--- src/hdl/tss_pkg.sv ---
package tss_pkg;

	localparam int NUM_ROWS = 3;

	// row and place codes inside one scan run
	localparam logic [1:0] ROW_TOP    = 2'd0;
	localparam logic [1:0] ROW_MIDDLE = 2'd1;
	localparam logic [1:0] ROW_BOTTOM = 2'd2;

	localparam logic [1:0] PLACE_ONES = 2'd0;
	localparam logic [1:0] PLACE_TENS = 2'd1;
	localparam logic [1:0] PLACE_HUND = 2'd2;
	localparam logic [1:0] PLACE_THOU = 2'd3;

	// reciprocals for the constant divides, floor(v*m >> k)
	localparam logic [16:0] RECIP_1000 = 17'd67109;  // k = 26, v < 65536
	localparam logic [5:0]  RECIP_100  = 6'd41;      // k = 12, v < 1000
	localparam logic [7:0]  RECIP_10   = 8'd205;     // k = 11, v < 100

	localparam logic [9:0] DEC_1000 = 10'd1000;
	localparam logic [6:0] DEC_100  = 7'd100;
	localparam logic [3:0] DEC_10   = 4'd10;

	localparam logic [7:0] SEG_BLANK = 8'hFF;
	localparam logic [7:0] SEG_POINT = 8'h80;
	localparam logic [7:0] SEG_ZERO  = 8'hC0;

	localparam logic [7:0] SEG_TABLE [16] = '{
		8'hC0, 8'hF9, 8'hA4, 8'hB0, 8'h99, 8'h92, 8'h82, 8'hF8,
		8'h80, 8'h90, 8'h88, 8'h83, 8'hC6, 8'hA1, 8'h86, 8'h8E
	};

	typedef struct packed {
		logic [15:0] top_value;
		logic [15:0] middle_value;
		logic [15:0] bottom_value;
	} num_t;

	typedef struct packed {
		logic [7:0] segments;
		logic [7:0] select_first_bank;
		logic [7:0] select_second_bank;
		logic [3:0] digit_position;
		logic       last_digit;
	} scan_t;

	// decimal digits of one row
	typedef struct packed {
		logic [6:0] thou;
		logic [3:0] hund;
		logic [3:0] tens;
		logic [3:0] ones;
	} dig_row_t;

	typedef dig_row_t [NUM_ROWS-1:0] dig_item_t;

	// active-low pattern, anything past the hex range shows zero
	function automatic logic [7:0] seg_of(logic [6:0] d);
		logic [7:0] s;
		if (d > 7'd15) begin
			s = SEG_ZERO;
		end else begin
			s = SEG_TABLE[d[3:0]];
		end
		return s;
	endfunction

endpackage

--- src/hdl/tss_split.sv ---
module tss_split import tss_pkg::*; (
	input  logic      clk,
	input  logic      arst_n,
	input  logic      num_valid,
	output logic      num_stall,
	input  num_t      num,
	output logic      dig_valid,
	input  logic      dig_stall,
	output dig_item_t dig
);

	logic vld_s1, vld_s2, vld_s3, vld_s4, vld_s5, vld_s6;
	logic adv1, adv2, adv3, adv4, adv5, adv6;
	logic [15:0] row_val [NUM_ROWS];

	// a stage moves when it is empty or the next one moves
	assign adv6 = !vld_s6 || !dig_stall;
	assign adv5 = !vld_s5 || adv6;
	assign adv4 = !vld_s4 || adv5;
	assign adv3 = !vld_s3 || adv4;
	assign adv2 = !vld_s2 || adv3;
	assign adv1 = !vld_s1 || adv2;

	assign num_stall = !adv1;
	assign dig_valid = vld_s6;

	assign row_val[0] = num.top_value;
	assign row_val[1] = num.middle_value;
	assign row_val[2] = num.bottom_value;

	always_ff @(posedge clk or negedge arst_n) begin
		if (!arst_n) begin
			vld_s1 <= 1'b0;
			vld_s2 <= 1'b0;
			vld_s3 <= 1'b0;
			vld_s4 <= 1'b0;
			vld_s5 <= 1'b0;
			vld_s6 <= 1'b0;
		end else begin
			if (adv1) vld_s1 <= num_valid;
			if (adv2) vld_s2 <= vld_s1;
			if (adv3) vld_s3 <= vld_s2;
			if (adv4) vld_s4 <= vld_s3;
			if (adv5) vld_s5 <= vld_s4;
			if (adv6) vld_s6 <= vld_s5;
		end
	end

	for (genvar r = 0; r < NUM_ROWS; r++) begin : g_row
		logic [15:0] v_s1;
		logic [32:0] p1000_s1;
		logic [6:0]  thou_s2, thou_s3, thou_s4, thou_s5, thou_s6;
		logic [9:0]  rem_s2, rem_s3;
		logic [15:0] p100_s3;
		logic [3:0]  hund_s4, hund_s5, hund_s6;
		logic [6:0]  r100_s4, r100_s5;
		logic [14:0] p10_s5;
		logic [3:0]  tens_s6, ones_s6;
		logic [6:0]  thou_c;
		logic [16:0] t1000_c;
		logic [3:0]  hund_c;
		logic [9:0]  h100_c;
		logic [3:0]  tens_c;
		logic [6:0]  t10_c;

		assign thou_c  = p1000_s1[32:26];
		assign t1000_c = 17'(thou_c) * 17'(DEC_1000);
		assign hund_c  = p100_s3[15:12];
		assign h100_c  = 10'(hund_c) * 10'(DEC_100);
		assign tens_c  = p10_s5[14:11];
		assign t10_c   = 7'(tens_c) * 7'(DEC_10);

		always_ff @(posedge clk) begin
			if (adv1) begin
				v_s1     <= row_val[r];
				p1000_s1 <= 33'(row_val[r]) * 33'(RECIP_1000);
			end
			if (adv2) begin
				thou_s2 <= thou_c;
				rem_s2  <= 10'(v_s1 - t1000_c[15:0]);
			end
			if (adv3) begin
				thou_s3 <= thou_s2;
				rem_s3  <= rem_s2;
				p100_s3 <= 16'(rem_s2) * 16'(RECIP_100);
			end
			if (adv4) begin
				thou_s4 <= thou_s3;
				hund_s4 <= hund_c;
				r100_s4 <= 7'(rem_s3 - h100_c);
			end
			if (adv5) begin
				thou_s5 <= thou_s4;
				hund_s5 <= hund_s4;
				r100_s5 <= r100_s4;
				p10_s5  <= 15'(r100_s4) * 15'(RECIP_10);
			end
			if (adv6) begin
				thou_s6 <= thou_s5;
				hund_s6 <= hund_s5;
				tens_s6 <= tens_c;
				ones_s6 <= 4'(r100_s5 - t10_c);
			end
		end

		assign dig[r] = '{thou: thou_s6, hund: hund_s6, tens: tens_s6, ones: ones_s6};
	end

	// reciprocal slips would show up as digits out of range
	a_digit_range: assert property (@(posedge clk) disable iff (!arst_n)
		vld_s6 |-> (dig[0].thou <= 7'd65 && dig[1].thou <= 7'd65 && dig[2].thou <= 7'd65
			&& dig[0].hund <= 4'd9 && dig[1].hund <= 4'd9 && dig[2].hund <= 4'd9
			&& dig[0].tens <= 4'd9 && dig[1].tens <= 4'd9 && dig[2].tens <= 4'd9
			&& dig[0].ones <= 4'd9 && dig[1].ones <= 4'd9 && dig[2].ones <= 4'd9))
		else $error("decimal digit out of range");

	a_hold_when_stalled: assert property (@(posedge clk) disable iff (!arst_n)
		(vld_s5 && !adv5) |=> vld_s5)
		else $error("stage five dropped a stalled item");

endmodule

--- src/hdl/tss_scan.sv ---
module tss_scan import tss_pkg::*; (
	input  logic      clk,
	input  logic      arst_n,
	input  logic      dig_valid,
	output logic      dig_stall,
	input  dig_item_t dig,
	output logic      scan_valid,
	input  logic      scan_stall,
	output scan_t     scan
);

	dig_item_t  buf_q;
	logic       busy_q;
	logic [1:0] row_q;
	logic [1:0] place_q;
	logic       scan_valid_q;
	scan_t      scan_q;

	logic       load;
	logic       end_beat;
	logic       dig_take;
	dig_row_t   cur;
	logic [6:0] digit;
	logic [7:0] seg;
	logic [3:0] pos;
	logic [3:0] pos_idx;
	scan_t      beat;

	assign load     = busy_q && (!scan_valid_q || !scan_stall);
	assign end_beat = (row_q == ROW_BOTTOM) && (place_q == PLACE_THOU);
	// the buffer frees as its final beat moves out
	assign dig_stall = busy_q && !(load && end_beat);
	assign dig_take  = dig_valid && !dig_stall;

	assign cur = buf_q[row_q];

	always_comb begin
		case (place_q)
			PLACE_ONES: digit = 7'(cur.ones);
			PLACE_TENS: digit = 7'(cur.tens);
			PLACE_HUND: digit = 7'(cur.hund);
			PLACE_THOU: digit = cur.thou;
			default:    digit = 7'd0;
		endcase
	end

	always_comb begin
		seg = seg_of(digit);
		if (place_q == PLACE_THOU) begin
			seg = seg & ~SEG_POINT;
			if (row_q == ROW_TOP && cur.thou == 7'd0) begin
				seg = SEG_BLANK;
			end
		end
	end

	assign pos     = 4'({row_q, 2'b00}) + 4'(3'd4 - 3'(place_q));
	assign pos_idx = pos - 4'd1;

	always_comb begin
		beat.segments       = seg;
		beat.digit_position = pos;
		beat.last_digit     = end_beat;
		if (!pos_idx[3]) begin
			beat.select_first_bank  = ~(8'd1 << pos_idx[2:0]);
			beat.select_second_bank = 8'hFF;
		end else begin
			beat.select_first_bank  = 8'hFF;
			beat.select_second_bank = ~(8'd1 << pos_idx[2:0]);
		end
	end

	always_ff @(posedge clk or negedge arst_n) begin
		if (!arst_n) begin
			busy_q       <= 1'b0;
			row_q        <= ROW_TOP;
			place_q      <= PLACE_ONES;
			scan_valid_q <= 1'b0;
		end else begin
			if (dig_take) begin
				busy_q  <= 1'b1;
				row_q   <= ROW_TOP;
				place_q <= PLACE_ONES;
			end else if (load) begin
				if (end_beat) begin
					busy_q <= 1'b0;
				end else if (place_q == PLACE_THOU) begin
					place_q <= PLACE_ONES;
					row_q   <= row_q + 2'd1;
				end else begin
					place_q <= place_q + 2'd1;
				end
			end
			if (load) begin
				scan_valid_q <= 1'b1;
			end else if (!scan_stall) begin
				scan_valid_q <= 1'b0;
			end
		end
	end

	always_ff @(posedge clk) begin
		if (dig_take) buf_q <= dig;
		if (load) scan_q <= beat;
	end

	assign scan_valid = scan_valid_q;
	assign scan       = scan_q;

	a_one_select: assert property (@(posedge clk) disable iff (!arst_n)
		scan_valid_q |-> $countones({~scan_q.select_second_bank[3:0],
			~scan_q.select_first_bank}) == 1)
		else $error("not exactly one digit selected");

	a_last_is_nine: assert property (@(posedge clk) disable iff (!arst_n)
		(scan_valid_q && scan_q.last_digit) |-> scan_q.digit_position == 4'd9)
		else $error("run closed on the wrong digit");

	a_run_ends: assert property (@(posedge clk) disable iff (!arst_n)
		(load && end_beat && !dig_take) |=> !busy_q)
		else $error("scan run did not finish after its final beat");

	a_row_range: assert property (@(posedge clk) disable iff (!arst_n)
		busy_q |-> (row_q == ROW_TOP || row_q == ROW_MIDDLE || row_q == ROW_BOTTOM))
		else $error("row counter past bottom row");

endmodule

--- src/hdl/three_row_seven_segment_scanner.sv ---
// three_row_seven_segment_scanner: three 16-bit numbers in, twelve digit scan beats out
// path: an input passes through six split stages, one run buffer and one output register
// rate: twelve beats per input, one beat a cycle while scan_stall is low, set by the serialiser
// reset: arst_n asynchronous, active low; clears all valid flags and the scan run
module three_row_seven_segment_scanner import tss_pkg::*; (
	input  logic  clk,
	input  logic  arst_n,
	input  logic  num_valid,
	output logic  num_stall,
	input  num_t  num,
	output logic  scan_valid,
	input  logic  scan_stall,
	output scan_t scan
);

	// decimal split of all three rows, handed over as one beat
	logic      dig_valid;
	logic      dig_stall;
	dig_item_t dig;

	// pipeline: divide by 1000, 100 and 10 through reciprocal multiplies,
	// each product registered before it is used
	tss_split u_split (
		.clk       (clk),
		.arst_n    (arst_n),
		.num_valid (num_valid),
		.num_stall (num_stall),
		.num       (num),
		.dig_valid (dig_valid),
		.dig_stall (dig_stall),
		.dig       (dig)
	);

	// serialiser: holds one set of digits and plays out the twelve beats
	// in the order 4,3,2,1,8,7,6,5,12,11,10,9; the next set is taken as the
	// final beat leaves, so the split pipeline keeps filling meanwhile
	tss_scan u_scan (
		.clk        (clk),
		.arst_n     (arst_n),
		.dig_valid  (dig_valid),
		.dig_stall  (dig_stall),
		.dig        (dig),
		.scan_valid (scan_valid),
		.scan_stall (scan_stall),
		.scan       (scan)
	);

endmodule
--- config.mk ---
export PLATFORM = sky130hd
export DESIGN_NAME = three_row_seven_segment_scanner
export DESIGN_NICKNAME = d
export VERILOG_FILES = /design/src/hdl/tss_pkg.sv /design/src/hdl/tss_split.sv /design/src/hdl/tss_scan.sv /design/src/hdl/three_row_seven_segment_scanner.sv
export SDC_FILE = /design/constraint.sdc
export NUM_CORES = 1
export LEC_CHECK = 0
export ABC_AREA = 1
export BUFFER_PORTS_ARGS = -buffer_cell sky130_fd_sc_hd__clkbuf_2
export CAP_MARGIN = 20
export CORE_MARGIN = 3
export CORE_UTILIZATION = 29
export CTS_BUF_LIST = sky130_fd_sc_hd__clkbuf_4 sky130_fd_sc_hd__clkbuf_8
export CTS_CLUSTER_SIZE = 30
export DETAILED_ROUTE_END_ITERATION = 6
export GPL_TIMING_DRIVEN = 0
export PLACE_DENSITY_LB_ADDON = 0.08
export SYNTH_ARGS = -nofsm -noshare
export SYNTH_HDL_FRONTEND = slang
export SYNTH_SLANG_ARGS = --single-unit
--- constraint.sdc ---
create_clock -name clk -period 11.25 [get_ports clk]
set_input_delay 0.5625 -clock clk [delete_from_list [all_inputs] [get_ports clk]]
set_output_delay 0.5625 -clock clk [all_outputs]
set_load 0.02 [all_outputs]
---- Word level (Yosys, flattened, before mapping) ----
Memories as Yosys holds them, arrays and structs flattened.
Cells that the tools add are included.
cells by class
  $add $sub $neg .......................... 14
  $mul .................................... 18
  $lt $le $gt $ge ......................... 3
  equal/unequal tests ..................... 6
  shift operators ......................... 1
  mux-type cells .......................... 21
  bitwise operators ....................... 2
  reductions and logical operators ........ 33
operators by type and width
  kind                    number
  $mul 16x17->33 const B  3
  $mul 10x6->16 const B   3
  $mul 7x8->15 const B    3
  $mux 8                  5
  $bmux 19 s2             1
  $sub 10x10->10          3
  $pmux 7 s4              1
  $mul 7x3->7 const B     3
  $sub 7x7->7             3
  $mux 19                 1
  $mux 2                  8
  $mul 4x5->5 const B     3
  $mul 4x3->3 const B     3
  $sub 4x4->4             3
  $logic_not 1->1         11
  $not 8->8               1
  $shl 1x3->8 const A     1
  $gt 7x4->1 const B      1
  $logic_not 7->1         1
  $logic_or 1x1->1        7
  $eq 2x2->1 const B      3
  $logic_and 1x1->1       6
  $reduce_bool 2->1       3
  $ge 5x5->1 const B      1
  13 further kinds        20
word-level totals
  flip-flop bits (word level) ............. 569
  bits in read-only memories .............. 128
  output and inout bits ................... 31
  word-level logic and storage cells ...... 180
  memories kept ........................... 1
memories
  name              words  bits a word  rd ports  clocked after Yosys merged registers in  wr ports  line           RTL
  (name not given)  16     8            1         0                                        0         tss_pkg.sv:63  s = SEG_TABLE[d[3:0]];

---- Logic depth before layout (Yosys ltp) ----
Gate-level depths: netlist (run 1).
  depth in word-level cells ............... 14
  mapped depth ............................ 21

---- Cells and area by module ----
Synthesis (run 1) repeated with hierarchy kept, for this count alone.
second synthesis, totals
  cells, all modules ...................... 3329
  area total of the unflattened synthesis .. 33306.9 sq um
by module, submodules not included
  module     instances  cells an instance  area each (sq um)  sequential area each (sq um)
  tss_split  1          2956               29127.9            9879.5
  tss_scan   1          373                4179.0             2732.6

---- Least setup slack after synthesis (run 1) ----
No wires, ideal clock.
  path kind ............................... input-to-reg
  start point ............................. in num[13] in the netlist's numbering
  end point ............................... reg u_split.g_row[2].p1000_s1[28], data pin
  arrival time ............................ 4174 ps
  slack ................................... 6823 ps
  stages .................................. 17
  path buffers ............................ 0
  cells stage by stage .................... ha_1 > fa_1 > inv_1 > fa_1 > inv_1 > fa_1 > fa_1 > ha_1 > ha_1 > nand2_1 > nor2_1 > nand3_1 > nor2_1 > nor4_1 > nand2_1 > nand2_1 > nand2_1
on the way
  cells in the longest elaborated chain, start to end .. 1
RTL lines
  what                  line                                   RTL
  from (decl)           three_row_seven_segment_scanner.sv:10  input num_t num,
  $mul 16x17->33        tss_split.sv:76                        p1000_s1 <= 33'(row_val[r]) * 33'(RECIP_1000);
  to (signal assigned)  tss_split.sv:76
  to (decl)             tss_split.sv:51                        logic [32:0] p1000_s1;
Every way passes these cells.
A chain may end at the register's enable or synchronous reset.

==> results_dict.tcl, run 1 <==
set metrics [dict create \
    ff2ff_setup_slack_ps 7210 \
    post_dp_cell_area_um2 34000 \
    die_w_um 337 \
    ys_types 48 \
    core_area_um2 108000 \
    die_h_um 337 \
    cts_buffer_depth 3 \
    finalSetupViolCount 0 \
    overflow 0 \
    cts_resized 0 \
    cts_buffers 76 \
    cts_tree "yes" \
    cp-end-kind "output pin" \
    drive_gt1_share_pct 8.64 \
    worstMarginPinSlew_ps 960 \
    dpl.cell_count 4325 \
    ir_worst_vdd_mv 0.0703 \
    track_usage_pct 11.6 \
    synth_nets 3723 \
    fin_crit_sh_pct 44.9 \
    cts_htree_levels 3 \
    cp.arrival_ps 4480 \
    mostFrequentLayoutCells "ha_1 (670), inv_1 (522), edfxtp_1 (410)" \
    start_util_pct 29.4 \
    fmax_mhz 198 \
    finalNonFillerCells 4459 \
    finalHoldViolCount 0 \
    synth_warnings 0 \
    fin_nets 3888 \
    via_per_inst 4.35 \
    final_area_um2 35400 \
    first_iter_violations 631 \
    synth_ff_type "edfxtp_1" \
    wl_per_cell_um 14.2 \
    syn_avg_cell_area_um2 11.2 \
    row_count 120 \
    outcome "finished clean" \
    finalSetupTns_ps 0 \
    p_leak_nw 16.8 \
    flow.area_growth_from_synthesis_pct 11.6 \
    synth.cell_area_um2 31700 \
    die_area_um2 113000 \
    rr_worst_depth 13 \
    grt_max_degree 60 \
    gp_congestion 0.797 \
    clock_skew_ps 21.0 \
    drc 0 \
    holdBufCountCts 1 \
    port_buffers 82 \
    rsz0062_at_grt "no" \
    ant_nets 0 \
    grt_pass1_vias 20898 \
    slew_viol_final 0 \
    maxCapViolCount 0 \
    fillers 10998 \
    worst-path-max-fanout 59 \
    min_path_type "in2reg" \
    critPathRequiredTime_ps 10690 \
    max-slew-margin-rel_pct 35.9 \
    hpwl_um 50900 \
    min_path_cells 2 \
    min_period_ps 5050 \
    powerDensity_nw_per_um2 169 \
    grt_pass1_wl_um 106000 \
    synth_seq_cells 422 \
    crit_type "reg2out" \
    cts.clk_slew.worst_paths_ps 60 \
    post-route-util_pct 32.8 \
    synthArstFlopShare_pct 2.84 \
    routed_wl_um 63400 \
    synth_cells 2836 \
    ys_seq_area_share_pct 39.8 \
    start_kind "register" \
    cts.sinks 422 \
    vias 19409 \
    postCtsSetupRepairBufs 0 \
    final_common_cell "ha_1" \
    clk_latency_ps 620 \
    ios 83 \
    firstDrtPassIters 5 \
    synth_edf_count 410 \
    antenna_found_initial 1 \
    root_buffer "clkbuf_8" \
]
-- flip-flops by register name (all words and copies together) (netlist names), 24 cells and up --
name,flops
u_scan.buf_q,57
u_scan.scan,29
u_split.g_row.p1000_s1,27
u_split.g_row.rem_s2,30
u_split.g_row.v_s1,24
-- routing by layer --
layer | share of wire, % | GRT usage [%]
met3 | 2.6 | 1.54
met5 | 0 | 0
met4 | 2.2 | 3.53
met1 | 47 | 15.2
met2 | 48 | 19.8
-- worst max-delay path, cell delays in order, from the launching register on --
cell      delay (ps)
dfrtp_1          480
inv_2            120
buf_6            160
ha_1             200
nand2_2           80
inv_2             60
a21oi_4          160
inv_2             70
nor2_4           130
nand2_4          420
nor2_4           320
nand2_4          420
nor2_4           400
nand2_4          450
inv_2            170
clkbuf_2         190
-- worst paths after layout --
kind                                                           end                                  start
setup / recovery                                         num_stall            u_scan.row_q[0]$_DFFE_PN0P_
hold / removal                          u_split.vld_s1$_DFFE_PN0N_                              num_valid
setup reg to reg           u_split.g_row[2].p1000_s1[29]$_DFFE_PN_            u_scan.row_q[0]$_DFFE_PN0P_
hold reg to reg              u_split.g_row[0].thou_s3[3]$_DFFE_PP_  u_split.g_row[0].thou_s2[3]$_DFFE_PP_
max in group asynchronous               u_split.vld_s3$_DFFE_PN0P_                                 arst_n
min in group asynchronous               u_split.vld_s1$_DFFE_PN0N_                                 arst_n
-- synthesized netlist by cell type (3+ instances only) --
cell,count,area (um^2)
a211oi_1,7,52.6
a21boi_0,3,22.5
a21o_1,20,150
a21oi_1,142,711
a31oi_1,5,31.3
buf_6,5,56.3
dfrtp_1,12,300
edfxtp_1,410,12300
fa_1,165,3300
ha_1,670,8380
inv_1,525,1970
inv_2,7,26.3
nand2_1,373,1400
nand2_2,11,68.8
nand2_4,4,45.0
nand3_1,90,450
nand3_2,4,40.0
nand4_1,23,144
nor2_1,99,372
nor2_2,4,25.0
nor2_4,6,67.6
nor3_1,19,95.1
nor4_1,8,50.1
o2111ai_1,3,26.3
o211ai_1,6,45.0
o21a_1,4,30.0
o21ai_0,74,370
o21ai_1,3,15.0
o21bai_1,13,97.6
or2_2,7,43.8
xnor2_1,40,350
xor2_1,53,464
-- logic make-up (layout without fill, tap and decap cells) --
family	after synthesis	in the layout	synth area share (%)
XOR/XNOR	93	93	2.57
AND/OR/NAND/NOR	653	653	8.94
buffers and inverters	544	763	6.67
adder cells (fa/ha/maj)	835	835	36.9
other	0	1	0
AO/OA/AOI/OAI	289	289	5.17
flip-flops	422	422	39.8
-- metrics by stage --
stage	hold WS (ps)	power, mW	worst slack [ps]
after global placement	403	4.72	5280
after floorplan	267	4.02	6820
after detailed placement	405	4.71	6160
after global routing	145	6.60	5650
final	168	5.97	6200
after CTS	105	6.11	5860
-- area by class of cell --
class	instances	area (um^2)	share of cell area (%)
diodes	1	2.50	0.00707
inverters	534	2010	5.69
well taps	1403	1760	4.96
clock buffers	103	1260	3.56
multi-input cells	1870	17000	48.1
repair buffers	87	500	1.41
flip-flops and latches	422	12600	35.6
clock inverters	29	136	0.385
plain buffers	10	101	0.286
-- power by group --
group / leakage, nW / internal, mW / total, mW / switching [mW]
clock network: 0.733 / 0.723 / 1.32 / 0.598
logic: 12.3 / 1.01 / 2.71 / 1.70
registers: 3.80 / 1.89 / 1.94 / 0.0485
total: 16.8 / 3.62 / 5.97 / 2.34
Note: power is estimated with default switching activity, not from simulation.
==> run 2: changes to the inputs <==
clock period = 5.1 ns   (was 11.25 ns; I/O delays follow)
==> run 2 against run 1 <==
Combinational power is 120% higher. Clock power increased by 120%. Utilization increased by 0.16 points. Register-to-register slack worse by 5900 ps. Critical path depth increased by 4. Total power rose by 120%. First-iteration DRC count up 8.1%. Largest cell class unchanged. Sequential power up 120%. Worst hold slack worse by 110 ps. Routed wire length up 0.18%.
==> results_dict.tcl, run 2 (synthesized netlist as in run 1, its figures left out) <==
set metrics [dict create \
    slew_viol_final 0 \
    mostFrequentLayoutCells "ha_1 (670), inv_1 (522), edfxtp_1 (410)" \
    postCtsSetupRepairBufs 0 \
    ios 83 \
    clockPowerShare_pct 22.1 \
    p_sw_mw 5.18 \
    p_int_mw 8.00 \
    max-slew-margin-rel_pct 35.9 \
    gp_congestion 0.797 \
    worst-path-max-fanout 6 \
    regMostFlops "u_scan.buf_q" \
    row_count 120 \
    powerDensity_nw_per_um2 371 \
    die_area_um2 113000 \
    dpl.cell_count 4325 \
    cts_buffers 76 \
    cp.arrival_ps 4900 \
    clk_latency_ps 620 \
    grt_max_degree 60 \
    min_period_ps 4530 \
    first_iter_violations 682 \
    clock_skew_ps 20.9 \
    ir_worst_vdd_mv 0.155 \
    start_kind "primary input" \
    seqPwrFrac_pct 32.5 \
    track_usage_pct 11.6 \
    start_util_pct 29.4 \
    final_common_cell "ha_1" \
    root_buffer "clkbuf_8" \
    cts.clk_slew.worst_paths_ps 60 \
    drive_gt1_share_pct 8.60 \
    p_leak_nw 16.9 \
    cp-end-kind "register" \
    port_buffers 82 \
    ff2ff_setup_slack_ps 1360 \
    via_per_inst 4.35 \
    cts.sinks 422 \
    finalSetupTns_ps 0 \
    cts_tree "yes" \
    overflow 0 \
    finalHoldViolCount 0 \
    grt_pass1_vias 20939 \
    fin_nets 3904 \
    p_total_mw 13.2 \
    fmax_mhz 221 \
    swShare_pct 39.3 \
    critPathRequiredTime_ps 5470 \
    finalNonFillerCells 4475 \
    post-route-util_pct 33.0 \
    combPwrFrac_pct 45.4 \
    antenna_found_initial 1 \
    die_w_um 337 \
    grt_pass1_wl_um 106000 \
    min_path_type "in2async" \
    largest_register_ffs 57 \
    place_ws_ps 320 \
    rsz0062_at_grt "no" \
    maxCapViolCount 0 \
    firstDrtPassIters 5 \
    worstMarginPinSlew_ps 960 \
    fin_ws_ps 566 \
    flow.area_growth_from_synthesis_pct 12.2 \
    cts_buffer_depth 3 \
    ant_nets 0 \
    wl_per_cell_um 14.2 \
    core_area_um2 108000 \
    drc 0 \
    cts_htree_levels 3 \
    die_h_um 337 \
    vias 19469 \
    fin_crit_sh_pct 88.9 \
    outcome "finished clean" \
    routed_wl_um 63500 \
    crit_type "in2reg" \
    finalSetupViolCount 0 \
    hpwl_um 50900 \
]
## run 2: power groups by stage
stage	combinational (mW)	clock, mW	sequential [mW]
4_1_cts	6.11	3.09	4.29
2_1_floorplan	4.44	0	4.42
5_1_grt	7.02	3.26	4.30
6_report	5.98	2.92	4.28
3_5_place_dp	6.03	0	4.36
3_3_place_gp	6.05	0	4.36
## run 2: worst paths after layout
check                                                 startpoint                                 endpoint  cells past startpoint
max                                                      num[25]  u_split.g_row[1].p1000_s1[31]$_DFFE_PN_                     19
min                                                       arst_n               u_split.vld_s1$_DFFE_PN0N_                      2
max reg2reg                u_split.g_row[0].r100_s4[4]$_DFFE_PP_    u_split.g_row[0].p10_s5[11]$_DFFE_PP_                     14
min reg2reg                u_split.g_row[0].thou_s2[3]$_DFFE_PP_    u_split.g_row[0].thou_s3[3]$_DFFE_PP_                      0
max in group asynchronous                                 arst_n               u_split.vld_s3$_DFFE_PN0P_                      2
min in group clk                                         num[35]       u_split.g_row[0].v_s1[3]$_DFFE_PN_                      1
## run 2: worst max-delay path: stages
cell           delay [ps]
dlygate4sd3_1         530
clkbuf_2              230
ha_1                  330
inv_1                  40
ha_1                  260
inv_1                  40
fa_1                  470
inv_1                  50
fa_1                  480
fa_1                  490
ha_1                  310
ha_1                  320
nand2_1                60
inv_1                  70
nand2_1                90
nor4b_1               480
nand3_1               220
nand3_1               110
nand2_1                60
## run 2: through the flow
step                area (um^2)  hold slack [ps]
global route              35600             38.7
floorplan                 31700            -40.6
CTS                       35500             6.79
global placement          33900              168
detailed placement        34000              177
finish                    35600             62.5
## run 2: per-layer routing
layer	GRT usage, %	vias to the layer above	wire, um
met5	0	-	0
met4	3.53	0	1390
met3	1.57	86	1680
met2	19.8	214	30400
met1	15.1	9177	30000
li1	-	9992	-
## run 2: final cells by class
type	instances	area [um^2]
multi-input combinational	1870	17000
clock buffer	103	1260
antenna	1	2.50
buffer	10	101
fill	10989	72200
clock inverter	29	136
sequential	422	12600
tap	1403	1760
inverter	534	2010
timing repair buffer	103	661
## run 2: what timing repair did
action / 4_1_cts / 5_1_grt
hold buffers: 17 / 0
resized for setup: 0 / 2
endpoints found under the setup margin: 0 / 1
hold endpoints to repair: 28 / 0
